**src/sv/vbf_pkg.sv**
```systemverilog
// Package for the volume box filter: widths, register indexes and defaults.
`timescale 1ns / 1ps
package vbf_pkg;
    localparam int DEF_MAX_X = 64;
    localparam int DEF_MAX_Y = 64;
    localparam int DEF_MAX_Z = 1024;
    localparam int CFG_IDX_W = 3;
    localparam int CFG_DATA_W = 11;
    localparam logic [CFG_IDX_W-1:0] REG_SIZE_X = 3'd0;
    localparam logic [CFG_IDX_W-1:0] REG_SIZE_Y = 3'd1;
    localparam logic [CFG_IDX_W-1:0] REG_SIZE_Z = 3'd2;
    localparam logic [CFG_IDX_W-1:0] REG_FILTER_KIND = 3'd3;
    localparam logic [CFG_IDX_W-1:0] REG_PLANAR_ONLY = 3'd4;
    localparam logic CMD_DRAIN = 1'b1;
    localparam logic KIND_MAX = 1'b1;
    // Divider request and reply between the top level and the divider.
    typedef struct packed {
        logic        start;
        logic [13:0] num;
        logic [5:0]  den;
    } div_req_t;
    typedef struct packed {
        logic       done;
        logic [7:0] quot;
    } div_rsp_t;
endpackage

```
**src/sv/vbf_div.sv**
```systemverilog
// Restoring divider, one quotient bit per cycle, for the rounded mean.
`timescale 1ns / 1ps
module vbf_div
(
    input  logic              clk,
    input  logic              rst_n,
    input  vbf_pkg::div_req_t req,
    output vbf_pkg::div_rsp_t rsp
);
    import vbf_pkg::*;

    logic [12:0] rem_reg;
    logic [12:0] rem_next;
    logic [13:0] num_reg;
    logic [5:0]  den_reg;
    logic [7:0]  quot_reg;
    logic [3:0]  cnt_reg;
    logic        busy_reg;
    logic        done_reg;
    logic [13:0] trial;

    // Quotient fits 8 bits since the mean never exceeds 255.
    always_comb
    begin
        rem_next = {rem_reg[11:0], num_reg[13]};
        trial = {1'b0, rem_next} - {8'd0, den_reg};
    end

    always_ff @(posedge clk or negedge rst_n)
    begin
        if (!rst_n)
        begin
            busy_reg <= 1'b0;
            done_reg <= 1'b0;
            cnt_reg  <= '0;
        end
        else
        begin
            done_reg <= 1'b0;
            if (req.start)
            begin
                busy_reg <= 1'b1;
                rem_reg  <= '0;
                num_reg  <= req.num;
                den_reg  <= req.den;
                quot_reg <= '0;
                cnt_reg  <= 4'd14;
            end
            else if (busy_reg)
            begin
                num_reg <= {num_reg[12:0], 1'b0};
                if (!trial[13])
                begin
                    rem_reg  <= trial[12:0];
                    quot_reg <= {quot_reg[6:0], 1'b1};
                end
                else
                begin
                    rem_reg  <= rem_next;
                    quot_reg <= {quot_reg[6:0], 1'b0};
                end
                cnt_reg <= cnt_reg - 4'd1;
                if (cnt_reg == 4'd1)
                begin
                    busy_reg <= 1'b0;
                    done_reg <= 1'b1;
                end
            end
        end
    end

    assign rsp.done = done_reg;
    assign rsp.quot = quot_reg;

    a_done_after_busy: assert property (@(posedge clk) disable iff (!rst_n)
        rsp.done |-> $past(busy_reg))
        else $error("divider done without a running division");
    a_idle_when_done: assert property (@(posedge clk) disable iff (!rst_n)
        rsp.done |-> !busy_reg)
        else $error("divider still busy when done");
    a_cnt_zero_idle: assert property (@(posedge clk) disable iff (!rst_n)
        (!busy_reg && !$past(req.start)) |-> (cnt_reg == 4'd0))
        else $error("divider counter left running");
endmodule

```
**config.mk**
```make
export PLATFORM = sky130hd
export DESIGN_NAME = vbf_div
export DESIGN_NICKNAME = d
export VERILOG_FILES = /design/src/sv/vbf_pkg.sv /design/src/sv/vbf_div.sv
export SDC_FILE = /design/constraint.sdc
export NUM_CORES = 1
export LEC_CHECK = 0
export BUFFER_PORTS_ARGS = -buffer_cell sky130_fd_sc_hd__buf_2
export CAP_MARGIN = 20
export CORE_MARGIN = 4
export CORE_UTILIZATION = 25
export CTS_CLUSTER_SIZE = 12
export DETAILED_ROUTE_END_ITERATION = 12
export SLEW_MARGIN = 20
export SYNTH_ARGS = -nofsm -noshare
export SYNTH_HDL_FRONTEND = slang
export SYNTH_SLANG_ARGS = --single-unit
```
**constraint.sdc**
```tcl
create_clock -name clk -period 2.5 [get_ports clk]
set_input_delay 0.25 -clock clk [delete_from_list [all_inputs] [get_ports clk]]
set_output_delay 0.25 -clock clk [all_outputs]
set_load 0.03 [all_outputs]
```
Word-level counts from Yosys, hierarchy flattened
Index checks and enable logic that the tools add are counted.
Word-level totals
  flip-flop bits (word level): 47
  input port bits: 23
  output and inout port bits: 9
  word-level logic and storage cells: 27
Operators by class
  add/subtract/negate cells: 2
  eq/ne operators: 1
  mux-type cells: 14
  reductions and logical operators: 3
Operator list (number)
  $mux 14: 2
  $mux 13: 2
  $sub 13x6->14: 1
  $mux 4: 2
  $mux 8: 1
  $mux 1: 7
  $eq 4x1->1 const B: 1
  $reduce_and 2->1: 2
  $sub 4x1->4 const B: 1
  $reduce_bool 2->1: 1

Logic depth before layout (Yosys ltp)
  depth after elaboration: 4
  mapped depth: 9
  gate-level depth less buffers: 9

Worst setup path before layout
OpenSTA, ideal clock, no wires.
  path type: reg2reg
  from: register num_reg[13]
  to: register rem_reg[10] (data pin)
  setup time: 0.264 ns
  arrival time: 1.904 ns
  data required time: 2.236 ns
  slack: 0.332 ns
  stages on the path, launching flop included: 10
  path buffers: 0
  path through: edfxtp_1 inv_1 ha_1 inv_1 fa_1 a21oi_1 o2bb2ai_1 or3_1 a32oi_1 o41ai_1
Between the ends
  longest elaborated chain between the ends: 3
RTL lines
  from (decl): RTL line vbf_div.sv:14  | logic [13:0] num_reg;
  from (signal assigned): RTL line vbf_div.sv:44  | num_reg <= req.num;
  from (signal assigned): RTL line vbf_div.sv:51  | num_reg <= {num_reg[12:0], 1'b0};
  $sub 13x6->14: RTL line vbf_div.sv:26  | trial = {1'b0, rem_next} - {8'd0, den_reg};
  $mux 13: RTL line vbf_div.sv:52  | if (!trial[13])
  $mux 13: RTL line vbf_div.sv:49  | else if (busy_reg)
  to (signal assigned): RTL line vbf_div.sv:54  | rem_reg <= trial[12:0];
  to (signal assigned): RTL line vbf_div.sv:59  | rem_reg <= rem_next;
  to (decl): RTL line vbf_div.sv:12  | logic [12:0] rem_reg;
No other way between the ends.
A chain may end at the register's enable or synchronous reset.

Final worst setup path
Same ends and word-level chain as after synthesis.

==> results list <==
* Status: finished clean
- Max-cap violations in this run came to 0.
- The analysis attributes to net switching a power of 0.456 mW.
* Worst reg2reg endpoint: rem_reg[10]
* Final antenna diode count: 0
* Fraction of layout instances using a drive strength above 1: between 20% and 30%
- Vias: around 1.6k
- Power per standard cell area: approximately 600 nW/um^2
- The die covers roughly 11000 sq um.
- Largest register FFs: 14
- Relative contribution of combinational cells to total power: approximately 18%
* Gate count of the mapped netlist: 193
- Vertical die dimension: 106 microns
* Worst min-delay path class: input pin to asynchronous set/reset pin
* Post-synthesis net count: roughly 230
- Counting distinct cell types in the post-synthesis netlist gives 51.
- Number of buffers created by CTS: 5
- The smallest clock period supported by the final layout is computed as between 2 and 2.5 ns.
- Worst endpoint required time: approximately 2.6 ns
* Count of yosys warnings during synthesis: 0
- Pins over their slew limit: 0
- Area delta synth->final: 17.8%
* Rows: 35
- Area leader, netlist: edfxtp_1
* Global router's overall resource usage: 8.45%
- Global-route wire length before repair: 7.75 mm
- The routed design has around 4.6 mm of wire.
- A synthesized cell averages 12.5 sq um.
* Startpoint kind of the worst setup timing path: register
- Clock Power Share: about 27%
- Synthesis inferred 46 register bits.
- Setup total negative slack on the finished layout was measured at 0 ns.
- Hold bufs inserted after CTS: 0
* Worst clock skew: about 0.008 ns
- Final Total Pwr: 1.73 mW
* Fraction of power consumed by sequential logic: 55.2%
- For flop-to-flop paths, the worst setup slack is 0.16 ns.
- Dividing the detail-routed via count by the number of cells gives around 4.4.
- Post-detailed-placement half-perimeter wirelength: between 3 and 4 mm
* Wirelength per Cell: 12.8 microns
* Worst supply voltage drop on vdd: 0.300 mV
- Clock Latency Late Sink: about 0.30 ns
- Die boundary width: about 110 microns
- Input and output buffers added on the ports amount to 31.
- Area share of the largest cell type after synthesis: about half
- Crit end category: register
* Critical path data arrival time: approximately 2.4 ns
* Switching Share: a little over a quarter
- The pre-antenna-repair detailed-routing pass consisted of 4 iterations.
- Clock root buffer: clkbuf_8
- The worst pin sits at a relative slew slack of between 60% and 70%.
- For this configuration, the core starts out at a cell density of between 20% and 30%.
- In the final layout, the multi-input gates occupy ~990 sq um.
* Count of final hold-check violations: 0
- After synthesis, the share of flip-flops with an asynchronous set or reset is between 10% and 20%.
* Clock net sink count: between 40 and 50
- Area of all sequential standard cells: 1350 sq um
- Overflow after GRT: 0
- The analysis attributes to cell leakage a power of approximately 1.1 nW.
* Unrepaired setup endpoints after global routing: no
- Cell area after synthesis: approximately 2400 sq um
- Most frequently used cell type in the post-synthesis netlist: edfxtp_1
- The core region is a little over 9000 sq um.
- In this run the critical register-to-register path is launched from num_reg[13].
- Clock slew at the register clock pins of the worst setup and hold paths: 0.09 ns
- Antenna violations before repair: 0
- TritonCTS built the clock tree.
- Setup violations remaining at the end of the flow were counted as 0.
- Count of H-tree levels built during CTS: 2
- Final nets: between 200 and 300
- By area the synthesized netlist is led by edfxtp_1, mux2_2, dfrtp_1, ha_1, mux2i_1.
* Filler cells: approximately 940
* Vias in the first global route: roughly 1.5k
- In the finished design, the share of the clock period the worst path needs comes to ~94%.
- Entering global routing, the biggest net connects 23 pins.
- On the final layout, the worst hold slack is 0.0691 ns.
- In this run the remaining antenna-violating nets after routing total 0.
- The congestion estimate from routability-driven global placement came to 0.770.
- Counting instances in the post-synthesis netlist gives the leading cell types as edfxtp_1, nor2_1, mux2_2.
- Max Root-Sink Buffers: 2
- Largest fanout of any net on the critical path: 4
* Drc violations: 0
- The number of cells on the worst reg-to-reg path is 9.
- After the first detailed-routing iteration, the DRC count stood at ~150.
- For this design the top-level I/O count stands at 32.
* Post-synthesis sequential area ratio: a little under three fifths
- For this run, the top clock speed supported by timing is approximately 0.43 GHz.
- For the pin with the worst max-slew slack, the measured transition is about 0.51 ns.
* Top_reg_cell synth: edfxtp_1
- Count of flip-flops with a built-in enable after synthesis: 40
- The internal portion of the total power is between 1 and 1.5 mW.
- The critical path in this run is classified as register to register.
-- placed cells by master, fill, tap and decap left out, drive strengths merged, types with 6 or more instances in the layout --
master  netlist  routed
ha            8       8
o21ai         6       6
xnor2         6       6
edfxtp       40      40
dfrtp         6       6
mux2         14      14
or3           6       6
mux2i         9       9
clkbuf        4       6
nand2        13      13
nor2         18      18
buf           4      39
inv          11      11
-- power groups by stage --
stage	logic [mW]	registers (mW)	clock network (mW)
after CTS	0.300	0.955	0.495
after detailed placement	0.298	0.972	0
final	0.303	0.955	0.473
after global placement	0.295	0.970	0
after floorplan	0.208	0.974	0
after global routing	0.342	0.963	0.516
-- critical path, cell delays in order, from the launching register on --
cell       delay (ns)
edfxtp_1         0.37
inv_1            0.08
ha_1             0.16
inv_1            0.06
fa_1             0.40
a21oi_1          0.20
o2bb2ai_1        0.15
or3_1            0.38
a32oi_1          0.20
o41ai_1          0.09
-- repair_timing --
item,in CTS,in global routing
endpoints found under the hold margin,0,0
buffers inserted,0,3
setup endpoints to repair,0,1
gates resized for setup,0,1
-- through the flow --
stage | utilization, % | instances | worst slack (ns) | area (sq um)
5_1_grt | 30.6 | 361 | 0.00914 | 2850
4_1_cts | 30.3 | 358 | 0.122 | 2820
2_1_floorplan | - | 193 | 0.332 | 2420
3_5_place_dp | 29.3 | 350 | 0.149 | 2730
3_3_place_gp | 29.3 | 350 | 0.184 | 2730
6_report | 30.6 | 361 | 0.161 | 2850
-- worst max-delay path by stage --
stage	startpoint	endpoint	slack, ns	depth (start not counted)
2_1_floorplan	num_reg[13]	rem_reg[10]	0.33	9
3_3_place_gp	rem_reg[4]	rem_reg[0]	0.18	6
3_5_place_dp	rem_reg[4]	rem_reg[0]	0.15	6
4_1_cts	rem_reg[4]	rem_reg[0]	0.12	6
5_1_grt	num_reg[13]	rem_reg[10]	0.009	9
6_report	num_reg[13]	rem_reg[10]	0.16	9
-- per-layer routing --
metal  global-route usage [%]  up-vias  share of wire (%)
li1                         -      798                  -
met1                     12.1      763                 49
met2                     12.5       29                 46
met3                     2.00        5                4.3
met4                     2.78        0                1.1
met5                        0        -                  0
-- cell families (layout without fill, tap and decap cells) --
kind of cell	Yosys count	in the layout	synth area share (%)
AOI/OAI and AO/OA	31	31	9.72
xor gates and xnor gates	6	6	2.17
adders and majority gates	9	9	4.96
buffers and inverters	19	58	3.57
DFF	46	46	55.8
muxes	23	23	10.2
and+or+nand+nor	59	59	13.5
-- area by class of cell --
type                            instances  share of cell area, %
Clock buffer                            6                   2.90
Multi-Input combinational cell        128                   34.6
Tap cell                              129                   5.66
Clock inverter                          2                  0.439
Timing Repair Buffer                   39                   7.55
Sequential cell                        46                   47.4
Inverter                               11                   1.45
(Power assumes the default switching activity.)
